`config.mk`:
```
export PLATFORM = sky130hd
export DESIGN_NAME = char_lcd_write_sequencer_flat
export DESIGN_NICKNAME = d
export VERILOG_FILES = /design/src/rtl/core/lcdws_pkg.sv /design/src/rtl/core/lcdws_if.sv /design/src/rtl/core/char_lcd_write_sequencer.sv /design/src/rtl/core/lcdws_front.sv /design/src/rtl/core/lcdws_fifo.sv /design/src/rtl/core/lcdws_back.sv /design/src/flat_wrapper.sv
export SDC_FILE = /design/constraint.sdc
export NUM_CORES = 1
export LEC_CHECK = 0
export BUFFER_PORTS_ARGS = -buffer_cell sky130_fd_sc_hd__buf_4
export CAP_MARGIN = 20
export CORE_AREA = 2 2 72 125
export CTS_CLUSTER_DIAMETER = 100
export DETAILED_ROUTE_END_ITERATION = 10
export DIE_AREA = 0 0 74 127
export HOLD_SLACK_MARGIN = 0.06
export PLACE_DENSITY = 0.53
export SYNTH_ARGS = -nofsm -noshare
export SYNTH_HDL_FRONTEND = slang
export SYNTH_HIERARCHICAL = 1
export SYNTH_SLANG_ARGS = --single-unit
export TNS_END_PERCENT = 5
```
`constraint.sdc`:
```
create_clock -name clk_i -period 2.75 [get_ports clk_i]
set_input_delay 0.275 -clock clk_i [delete_from_list [all_inputs] [get_ports clk_i]]
set_output_delay 0.275 -clock clk_i [all_outputs]
set_load 0.005 [all_outputs]
```
`src/rtl/core/lcdws_pkg.sv`:
```
// ----------------------------------------------------------------------------
// lcdws_pkg
// Shared types and constants of the character-LCD write sequencer.
// ----------------------------------------------------------------------------
`default_nettype none

package lcdws_pkg;

  typedef enum logic [1:0] {
    CMD_INSTR = 2'd0,
    CMD_CHAR  = 2'd1,
    CMD_POS   = 2'd2,
    CMD_NONE  = 2'd3
  } cmd_e;

  // Register indexes on the configuration port.
  localparam logic REG_EIGHT_BIT = 1'b0;
  localparam logic REG_UPPER     = 1'b1;

  localparam int unsigned AddrWidth = 3;

  localparam logic [7:0] SetPosBit = 8'h80;

  // Row start addresses of a four-line display.
  function automatic logic [7:0] row_offset(input logic [1:0] row);
    logic [7:0] off;
    case (row)
      2'd0:    off = 8'h00;
      2'd1:    off = 8'h40;
      2'd2:    off = 8'h10;
      default: off = 8'h50;
    endcase
    return off;
  endfunction

  // One classified request as it waits for the pin sequencer.
  typedef struct packed {
    logic       reg_select;
    logic [7:0] data;
    logic       eight_bit;
    logic       upper;
  } job_t;

endpackage

`default_nettype wire

```
`src/rtl/core/lcdws_if.sv`:
```
// ----------------------------------------------------------------------------
// lcdws_if
// Valid/ready channels: requests in, pin updates out.
// ----------------------------------------------------------------------------
`default_nettype none

interface lcdws_req_if;
  logic       valid;
  logic       ready;
  logic [1:0] command;
  logic [7:0] byte_value;
  logic [1:0] row;
  logic [5:0] column;

  modport source (output valid, command, byte_value, row, column, input ready);
  modport sink   (input valid, command, byte_value, row, column, output ready);
endinterface

interface lcdws_pin_if;
  logic       valid;
  logic       ready;
  logic       reg_select;
  logic       read_write;
  logic       enable_pin;
  logic [7:0] data_pins;
  logic       last;

  modport source (output valid, reg_select, read_write, enable_pin, data_pins, last,
                  input ready);
  modport sink   (input valid, reg_select, read_write, enable_pin, data_pins, last,
                  output ready);
endinterface

`default_nettype wire

```
`src/rtl/core/char_lcd_write_sequencer.sv`:
```
// ----------------------------------------------------------------------------
// char_lcd_write_sequencer
// Turns instruction, character and cursor requests into LCD write pin updates.
// ----------------------------------------------------------------------------
//   Channel   Direction  Transaction
//   req_i     in         one request: command, byte_value, row, column
//   pins_o    out        one pin update: RS, RW, EN, data port, last
//   APB       in/out     register writes and reads, pready tied high
//
// A request yields four pin updates in 8-bit mode and eight in 4-bit mode,
// one per cycle from the sequencer while pins_o is not held by a low ready.
// A two-entry queue lets requests be accepted while the sequencer works.
// The output register is reloaded in the cycle it is taken.
// Reset clears the data latch and sets both mode bits to one.
// ----------------------------------------------------------------------------
`default_nettype none

module char_lcd_write_sequencer
  import lcdws_pkg::*;
(
  input  logic                 clk_i,
  input  logic                 rst_ni,
  lcdws_req_if.sink            req_i,
  lcdws_pin_if.source          pins_o,
  input  logic                 psel,
  input  logic                 penable,
  input  logic                 pwrite,
  input  logic [AddrWidth-1:0] paddr,
  input  logic [31:0]          pwdata,
  output logic [31:0]          prdata,
  output logic                 pready
);

  logic eight_bit_q, upper_q;
  logic wr_en, push, full, pop, q_valid;
  job_t push_job, head_job;

  assign pready = 1'b1;
  assign wr_en  = psel & penable & pwrite;

  always_ff @(posedge clk_i or negedge rst_ni) begin
    if (!rst_ni) begin
      eight_bit_q <= 1'b1;
      upper_q     <= 1'b1;
    end else if (wr_en) begin
      if (paddr[2] == REG_EIGHT_BIT) eight_bit_q <= pwdata[0];
      if (paddr[2] == REG_UPPER)     upper_q     <= pwdata[0];
    end
  end

  assign prdata = {31'd0, (paddr[2] == REG_UPPER) ? upper_q : eight_bit_q};

  lcdws_front u_front (
    .req_i       (req_i),
    .eight_bit_i (eight_bit_q),
    .upper_i     (upper_q),
    .full_i      (full),
    .push_o      (push),
    .job_o       (push_job)
  );

  lcdws_fifo u_fifo (
    .clk_i   (clk_i),
    .rst_ni  (rst_ni),
    .push_i  (push),
    .job_i   (push_job),
    .full_o  (full),
    .pop_i   (pop),
    .valid_o (q_valid),
    .job_o   (head_job)
  );

  lcdws_back u_back (
    .clk_i   (clk_i),
    .rst_ni  (rst_ni),
    .valid_i (q_valid),
    .job_i   (head_job),
    .pop_o   (pop),
    .pins_o  (pins_o)
  );

endmodule

`default_nettype wire

```
`src/rtl/core/lcdws_front.sv`:
```
// ----------------------------------------------------------------------------
// lcdws_front
// Accepts requests, drops unknown commands and forms the byte to be written.
// ----------------------------------------------------------------------------
`default_nettype none

module lcdws_front
  import lcdws_pkg::*;
(
  lcdws_req_if.sink  req_i,
  input  logic       eight_bit_i,
  input  logic       upper_i,
  input  logic       full_i,
  output logic       push_o,
  output job_t       job_o
);

  logic       known;
  logic [7:0] pos_byte;

  assign req_i.ready = ~full_i;

  always_comb begin
    pos_byte = ({2'b00, req_i.column} + row_offset(req_i.row)) | SetPosBit;
    known    = 1'b1;
    job_o.reg_select = 1'b0;
    job_o.data       = req_i.byte_value;
    job_o.eight_bit  = eight_bit_i;
    job_o.upper      = upper_i;
    case (cmd_e'(req_i.command))
      CMD_INSTR: job_o.reg_select = 1'b0;
      CMD_CHAR:  job_o.reg_select = 1'b1;
      CMD_POS:   job_o.data = pos_byte;
      default:   known = 1'b0;
    endcase
  end

  // An unknown command is consumed without producing any pin update.
  assign push_o = req_i.valid & ~full_i & known;

endmodule

`default_nettype wire

```
`src/rtl/core/lcdws_fifo.sv`:
```
// ----------------------------------------------------------------------------
// lcdws_fifo
// Two-entry queue of classified requests between front and sequencer.
// ----------------------------------------------------------------------------
`default_nettype none

module lcdws_fifo
  import lcdws_pkg::*;
(
  input  logic clk_i,
  input  logic rst_ni,
  input  logic push_i,
  input  job_t job_i,
  output logic full_o,
  input  logic pop_i,
  output logic valid_o,
  output job_t job_o
);

  job_t       mem_q [2];
  logic       wr_ptr_q, rd_ptr_q;
  logic [1:0] count_q, count_d;

  assign full_o  = count_q[1];
  assign valid_o = count_q != 2'd0;
  assign job_o   = mem_q[rd_ptr_q];

  always_comb begin
    count_d = count_q;
    if (push_i && !pop_i) begin
      count_d = count_q + 2'd1;
    end else if (pop_i && !push_i) begin
      count_d = count_q - 2'd1;
    end
  end

  always_ff @(posedge clk_i or negedge rst_ni) begin
    if (!rst_ni) begin
      wr_ptr_q <= 1'b0;
      rd_ptr_q <= 1'b0;
      count_q  <= 2'd0;
    end else begin
      count_q <= count_d;
      if (push_i) wr_ptr_q <= ~wr_ptr_q;
      if (pop_i)  rd_ptr_q <= ~rd_ptr_q;
    end
  end

  always_ff @(posedge clk_i) begin
    if (push_i) mem_q[wr_ptr_q] <= job_i;
  end

endmodule

`default_nettype wire

```
`src/rtl/core/lcdws_back.sv`:
```
// ----------------------------------------------------------------------------
// lcdws_back
// Pin sequencer: steps through the enable pulses of one queued request.
// ----------------------------------------------------------------------------
`default_nettype none

module lcdws_back
  import lcdws_pkg::*;
(
  input  logic        clk_i,
  input  logic        rst_ni,
  input  logic        valid_i,
  input  job_t        job_i,
  output logic        pop_o,
  lcdws_pin_if.source pins_o
);

  logic [2:0] step_q;
  logic [7:0] latch_q, latch_d;
  logic       out_valid_q;
  logic       rs_q, en_q, last_q;
  logic       load, en_d, last_d;
  logic [1:0] phase;
  logic       second;

  assign phase  = step_q[1:0];
  assign second = step_q[2];
  assign load   = valid_i & (~out_valid_q | pins_o.ready);
  assign pop_o  = load & last_d;

  always_comb begin
    en_d   = (phase == 2'd1) || (phase == 2'd2);
    last_d = (phase == 2'd3) && (job_i.eight_bit || second);
    latch_d = latch_q;
    // The data is placed in the third update of each pulse.
    if (phase == 2'd2) begin
      if (job_i.eight_bit) begin
        latch_d = job_i.data;
      end else if (job_i.upper) begin
        latch_d = {second ? job_i.data[3:0] : job_i.data[7:4], latch_q[3:0]};
      end else begin
        latch_d = {latch_q[7:4], second ? job_i.data[3:0] : job_i.data[7:4]};
      end
    end
  end

  always_ff @(posedge clk_i or negedge rst_ni) begin
    if (!rst_ni) begin
      step_q      <= 3'd0;
      latch_q     <= 8'h00;
      out_valid_q <= 1'b0;
    end else begin
      if (load) begin
        step_q      <= last_d ? 3'd0 : step_q + 3'd1;
        latch_q     <= latch_d;
        out_valid_q <= 1'b1;
      end else if (pins_o.ready) begin
        out_valid_q <= 1'b0;
      end
    end
  end

  always_ff @(posedge clk_i) begin
    if (load) begin
      rs_q   <= job_i.reg_select;
      en_q   <= en_d;
      last_q <= last_d;
    end
  end

  assign pins_o.valid      = out_valid_q;
  assign pins_o.reg_select = rs_q;
  assign pins_o.read_write = 1'b0;
  assign pins_o.enable_pin = en_q;
  assign pins_o.data_pins  = latch_q;
  assign pins_o.last       = last_q;

endmodule

`default_nettype wire
```
`src/flat_wrapper.sv`:
```
// flat-port wrapper written by rule: the top's interface ports become plain ports
module char_lcd_write_sequencer_flat import lcdws_pkg::*;
  (clk_i, rst_ni, psel, penable, pwrite, paddr, pwdata, prdata, pready, req_i_valid, req_i_command, req_i_byte_value, req_i_row, req_i_column, req_i_ready, pins_o_valid, pins_o_reg_select, pins_o_read_write, pins_o_enable_pin, pins_o_data_pins, pins_o_last, pins_o_ready);
  lcdws_req_if req_i_i ();
  lcdws_pin_if pins_o_i ();
  input  logic clk_i;
  input  logic rst_ni;
  input  logic psel;
  input  logic penable;
  input  logic pwrite;
  input  logic [AddrWidth-1:0] paddr;
  input  logic [31:0] pwdata;
  output logic [31:0] prdata;
  output logic pready;
  input wire logic [$bits(req_i_i.valid)-1:0] req_i_valid;
  input wire logic [$bits(req_i_i.command)-1:0] req_i_command;
  input wire logic [$bits(req_i_i.byte_value)-1:0] req_i_byte_value;
  input wire logic [$bits(req_i_i.row)-1:0] req_i_row;
  input wire logic [$bits(req_i_i.column)-1:0] req_i_column;
  output wire logic [$bits(req_i_i.ready)-1:0] req_i_ready;
  output wire logic [$bits(pins_o_i.valid)-1:0] pins_o_valid;
  output wire logic [$bits(pins_o_i.reg_select)-1:0] pins_o_reg_select;
  output wire logic [$bits(pins_o_i.read_write)-1:0] pins_o_read_write;
  output wire logic [$bits(pins_o_i.enable_pin)-1:0] pins_o_enable_pin;
  output wire logic [$bits(pins_o_i.data_pins)-1:0] pins_o_data_pins;
  output wire logic [$bits(pins_o_i.last)-1:0] pins_o_last;
  input wire logic [$bits(pins_o_i.ready)-1:0] pins_o_ready;
  assign req_i_i.valid = req_i_valid;
  assign req_i_i.command = req_i_command;
  assign req_i_i.byte_value = req_i_byte_value;
  assign req_i_i.row = req_i_row;
  assign req_i_i.column = req_i_column;
  assign req_i_ready = req_i_i.ready;
  assign pins_o_valid = pins_o_i.valid;
  assign pins_o_reg_select = pins_o_i.reg_select;
  assign pins_o_read_write = pins_o_i.read_write;
  assign pins_o_enable_pin = pins_o_i.enable_pin;
  assign pins_o_data_pins = pins_o_i.data_pins;
  assign pins_o_last = pins_o_i.last;
  assign pins_o_i.ready = pins_o_ready;
  char_lcd_write_sequencer u_core (.clk_i(clk_i), .rst_ni(rst_ni), .req_i(req_i_i), .pins_o(pins_o_i), .psel(psel), .penable(penable), .pwrite(pwrite), .paddr(paddr), .pwdata(pwdata), .prdata(prdata), .pready(pready));
endmodule
```
# --- Yosys cells after proc, flatten, opt, wreduce, memory -nomap -nowiden ---
# Memories as Yosys holds them, arrays and structs flattened.
# Cells that the tools add are included.
# Widths: inputs -> output; s select.
classes:
  n_addsub: 4
  n_eq_ne: 8
  n_mux: 15
  bitwise_logic: 12
  n_reduce_logical: 18
op_table:
  columns: ["operator", "count"]
  rows:
  - ["$mux 8", 3]
  - ["$pmux 7 s3", 1]
  - ["$eq 2x2->1 const B", 4]
  - ["$reduce_bool 2->1", 4]
  - ["$add 6x7->7", 1]
  - ["$mux 1", 7]
  - ["$and 1x1->1", 6]
  - ["$eq 2x1->1 const B", 3]
  - ["$reduce_and 3->1", 2]
  - ["$not 1->1", 5]
  - ["$logic_not 2->1", 2]
  - ["$mux 2", 2]
  - ["$mux 4", 1]
  - ["$reduce_and 2->1", 2]
  - ["$add 3x1->3 const B", 1]
  - ["$logic_and 1x1->1", 3]
  - ["$mux 3", 1]
  - ["$reduce_or 3->1", 1]
  - ["$add 2x1->2 const B", 1]
  - ["$logic_not 1->1", 2]
  - ["$logic_or 1x1->1", 2]
  - ["$ne 2x2->1 const B", 1]
  - ["$sub 2x1->2 const B", 1]
  - ["$or 1x1->1", 1]
word_totals:
  regBits: 21
  mem_bits_rw: 22
  inputBits: 60
  out_inout_bits: 47
  wordCells: 70
  mem_count: 1
memory_table:
  columns: ["memory", "words", "width", "rd", "rd_clocked_by_memory_dff", "write_ports", "line_no", "text"]
  rows:
  - ["u_core.u_fifo.mem_q", 2, 11, 1, 0, 1, "lcdws_fifo.sv:20", "job_t mem_q [2];"]

# --- Longest topological paths before layout ---
logic_depth:
  ltp_word: 8
  mapped_depth: 10
  mapped_depth_nobuf: 8

# --- By module ---
# Netlist, hierarchy kept.
by_module_without_submodules:
  columns: ["module", "n_inst", "cells_per_inst", "area_per_inst_um2", "seq_area_each_um2"]
  rows:
  - ["lcdws_fifo", 1, 49, 1012.2, 760.7]
  - ["lcdws_back", 1, 83, 858.3, 390.4]
  - ["char_lcd_write_sequencer", 1, 41, 349.1, 52.6]
  - ["lcdws_front", 1, 20, 209.0, 0.0]

# --- Least setup slack after synthesis ---
# No wires, ideal clock.
synth_path:
  path_kind: "flip-flop to flip-flop"
  from: "reg u_core.u_fifo.rd_ptr_q"
  to: "reg u_core.u_fifo.count_q[1]"
  arrival_time_ns: 1.801
  required_time_ns: 2.625
  slack_ns: 0.824
  path_stages_with_launch: 11
  path_buffers: 2
  synth_period_minus_slack_ns: 1.926
  path_cell_list: "dfrtp_1 buf_6 mux2_4 buf_4 o21ai_1 nor2_1 inv_1 ha_1 xor2_1 nor2_1 xor2_1"
synth_lines:
  columns: ["item", "line_no", "text"]
  rows:
  - ["start, declared", "lcdws_fifo.sv:21", "logic wr_ptr_q, rd_ptr_q;"]
  - ["start signal, assigned", "lcdws_fifo.sv:45", "if (pop_i) rd_ptr_q <= ~rd_ptr_q;"]
  - ["end signal, assigned", "lcdws_fifo.sv:43", "count_q <= count_d;"]
  - ["end, declared", "lcdws_fifo.sv:22", "logic [1:0] count_q, count_d;"]

==> results.py <==
metrics = {
    "drt": {
        "drt_iter0_markers": 80,
        "drt-total-wl_um": 4160,
        "routedWlPerCell_um": 12.0,
        "drt_pre_antenna_iters": 4,
        "vias_per_cell": 4.08,
        "drc_errors": 0,
        "num_vias": 1421,
        "drtAntennaViolNets": 0,
    },
    "hold_path": {
        "hold_path_class": "in -> reg",
    },
    "synth": {
        "synth_warnings": 6,
        "synth_flop_cell": "edfxtp_1",
        "muxShareOfSynthArea_pct": 13.1,
        "synth_area_per_cell_um2": 12.6,
        "yosys.area_share.simple_pct": 10.1,
        "synth_top_family_by_area": "buffers and inverters",
        "ys_ff_latch": 43,
        "synthXorXnorAreaFrac_pct": 2.16,
        "synthArstFlopShare_pct": 41.9,
        "synth_edf_count": 25,
        "yosys.area_share.adder_pct": 2.58,
        "synth_cell_type_count": 45,
        "synthCells": 193,
        "syn_area_um2": 2430,
        "synth_compound_area_share_pct": 7.47,
        "synth_seq_area_share_pct": 49.6,
    },
    "status": {
        "status": "complete, no violations",
    },
    "final_layout": {
        "drive_above_1_share_pct": 35.6,
        "utilization_pct": 34.2,
        "diodes": 0,
        "nFillCells": 858,
        "layout.nets": 297,
        "layout.cells.non_filler": 348,
        "area_growth_pct": 17.1,
    },
    "sta": {
        "fin_crit_sh_pct": 65.4,
        "setup_violations": 0,
        "fin_skew_ns": 0.00485,
        "hold_viol": 0,
        "rsz0062_at_grt": "no",
        "final.min_clock_period_ns": 1.80,
        "fmax_mhz": 556,
        "report.final.slew_viol_count": 0,
        "slew_headroom_pct": 63.9,
        "fin_tns_setup_ns": 0,
        "worst_pin_slew_ns": 0.542,
    },
    "floorplanning": {
        "dieArea_um2": 9400,
        "chipHeight_um": 127,
        "num_rows": 44,
        "start_util_pct": 29.2,
        "core_region_area_um2": 8310,
        "die_w_um": 74,
        "io_pins": 107,
    },
    "power": {
        "vdd_drop_max_mv": 0.366,
        "swShare_pct": 32.4,
        "clkPwrFrac_pct": 22.1,
        "pwr-share-seq_pct": 39.4,
        "power_leakage_nw": 1.22,
        "p_sw_mw": 0.836,
        "p_int_mw": 1.75,
        "comb_power_share_pct": 38.5,
        "powerDensity_nw_per_um2": 909,
    },
    "critical_path": {
        "startpoint_type": "flip-flop",
        "arrival_ns": 1.97,
        "worstPathRequired_ns": 2.92,
        "cp_max_fo": 14,
        "path_class": "reg -> reg",
        "cp-end-kind": "flip-flop",
    },
    "global_route": {
        "grt_pass1_vias": 1357,
        "grt_util_all_layers_pct": 9.15,
        "grt_pass1_wl_um": 6450,
        "grt_max_degree": 19,
        "grt_antenna_before_repair": 0,
        "overflow": 0,
    },
    "placed_design": {
        "dpl.cell_count": 339,
        "place.gp.congestion": 0.735,
        "dp_hpwl_um": 3250,
        "portBuffers": 40,
    },
    "cts": {
        "clock-sinks": 43,
        "insertion_delay_ns": 0.28,
        "htreeDepth": 2,
        "ctsHoldBuffers": 1,
        "cts_tree": "built",
        "root_buffer": "clkbuf_16",
        "cts_resized": 0,
        "post-cts-setup-buffer-count": 0,
        "clkTransAtPathRegs_ns": 0.06,
        "clockBufferDepth": 2,
        "cts_buffers": 5,
    },
    "job": {
        "drv_cap": 0,
    },
}
## cell usage in the layout (no fill, tap or decap), drive strengths merged, types with 2 or more instances in the layout
cell       n
a221oi     3
nor2      12
dfstp      2
clkinvlp   2
clkbuf     5
or2        2
edfxtp    25
mux2      22
a21oi      3
ha         5
o22a       3
nor3b      3
nand2      3
xor2       5
nand3      2
a211oi     2
a2bb2oi    2
dfrtp     16
nand2b     2
conb      33
nor2b      9
o32a       2
buf       42
inv       11
a221o      2
nor3       2
## worst paths after layout
check	from	endpoint	slack (ns)	depth (start not counted)
hold reg to reg	u_core/u_fifo/wr_ptr_q	u_core/u_fifo/wr_ptr_q	0.49	1
setup reg to reg	u_core/u_fifo/rd_ptr_q	u_core/u_fifo/count_q[1]	0.95	8
min in group asynchronous	rst_ni	u_core/u_fifo/count_q[1]	0.40	2
setup / recovery	u_core/u_fifo/rd_ptr_q	u_core/u_fifo/count_q[1]	0.95	8
hold / removal	pwdata[0]	u_core/eight_bit_q	0.21	2
max in group asynchronous	rst_ni	u_core/upper_q	2.08	2
## worst max-delay path, cell delays in order, from the launching register on
cell	delay, ns
dfrtp_1	0.40
mux2_4	0.38
o21ai_1	0.23
nor2_1	0.11
inv_1	0.07
ha_1	0.15
xor2_1	0.15
nor2_1	0.06
xor2_1	0.13
## state kept, by name (all words and copies together), names as in the netlist
signal	cells
u_core/u_back/pins_o.last	1
u_core/u_back/pins_o.data_pins	8
u_core/u_back/pins_o.reg_select	1
u_core/u_back/pins_o.valid	1
u_core/upper_q	1
u_core/eight_bit_q	1
u_core/u_fifo/rd_ptr_q	1
u_core/u_back/step_q	3
u_core/u_fifo/wr_ptr_q	1
u_core/u_back/pins_o.enable_pin	1
u_core/u_fifo/count_q	2
u_core/u_fifo/mem_q	22
## Yosys cell counts (2+ instances only)
| library cell | count | area (um2) |
|---|---|---|
| mux2_2 | 5 | 56.3 |
| a221o_1 | 2 | 20.0 |
| inv_1 | 11 | 41.3 |
| mux2_4 | 16 | 240 |
| a21oi_1 | 3 | 15.0 |
| nor3b_1 | 3 | 22.5 |
| ha_1 | 5 | 62.6 |
| nor2b_1 | 8 | 50.1 |
| nor2_1 | 9 | 33.8 |
| dfrtp_1 | 16 | 400 |
| a211oi_1 | 2 | 15.0 |
| a221oi_2 | 2 | 30.0 |
| dfstp_2 | 2 | 52.6 |
| o32a_1 | 2 | 20.0 |
| buf_6 | 3 | 33.8 |
| edfxtp_1 | 25 | 751 |
| a2bb2oi_1 | 2 | 17.5 |
| nand2_1 | 3 | 11.3 |
| o22a_1 | 3 | 26.3 |
| conb_1 | 3 | 11.3 |
| nand2b_1 | 2 | 12.5 |
| nor3_2 | 2 | 20.0 |
| nor2_2 | 3 | 18.8 |
| buf_4 | 36 | 270 |
| xor2_1 | 5 | 43.8 |
## routing by layer
metal	share of wire, %	track usage [%]
met1	34	8.61
met4	2.4	5.24
met5	0	0
met2	57	17.2
met3	6.7	2.05
## metrics by stage
step | area [um2] | setup WS, ns | power [mW] | hold slack, ns
6_report | 2840 | 0.953 | 2.58 | 0.210
5_1_grt | 2840 | 0.788 | 2.75 | 0.216
4_1_cts | 2840 | 0.929 | 2.63 | 0.205
3_5_place_dp | 2690 | 0.943 | 2.04 | 0.167
3_3_place_gp | 2690 | 0.953 | 2.02 | 0.161
2_1_floorplan | 2540 | 0.824 | 1.77 | -0.0206
## power by group through the flow
stage          Sequential, mW  Clock, mW  Combinational (mW)
6_report                 1.02      0.571               0.994
5_1_grt                  1.04      0.618                1.09
4_1_cts                  1.02      0.592                1.01
3_5_place_dp             1.04          0                1.00
3_3_place_gp             1.03          0               0.988
2_1_floorplan            1.00          0               0.771
## cell type report
cell class	count	area (um2)	area share [%]
Clock inverter	3	20.0	0.704
Clock buffer	5	125	4.40
Multi-Input combinational cell	128	983	34.6
Sequential cell	43	1200	42.3
Tap cell	115	144	5.06
Timing Repair Buffer	43	325	11.4
Inverter	11	41.3	1.45
## kinds of logic after synthesis
group | Yosys count
flip-flops | 43
multiplexers | 23
adder cells (fa/ha/maj) | 5
other | 3
XOR/XNOR | 6
buffers and inverters | 52
AND/OR/NAND/NOR | 40
AO/OA/AOI/OAI | 21
Power figures use the tool's default switching activity.
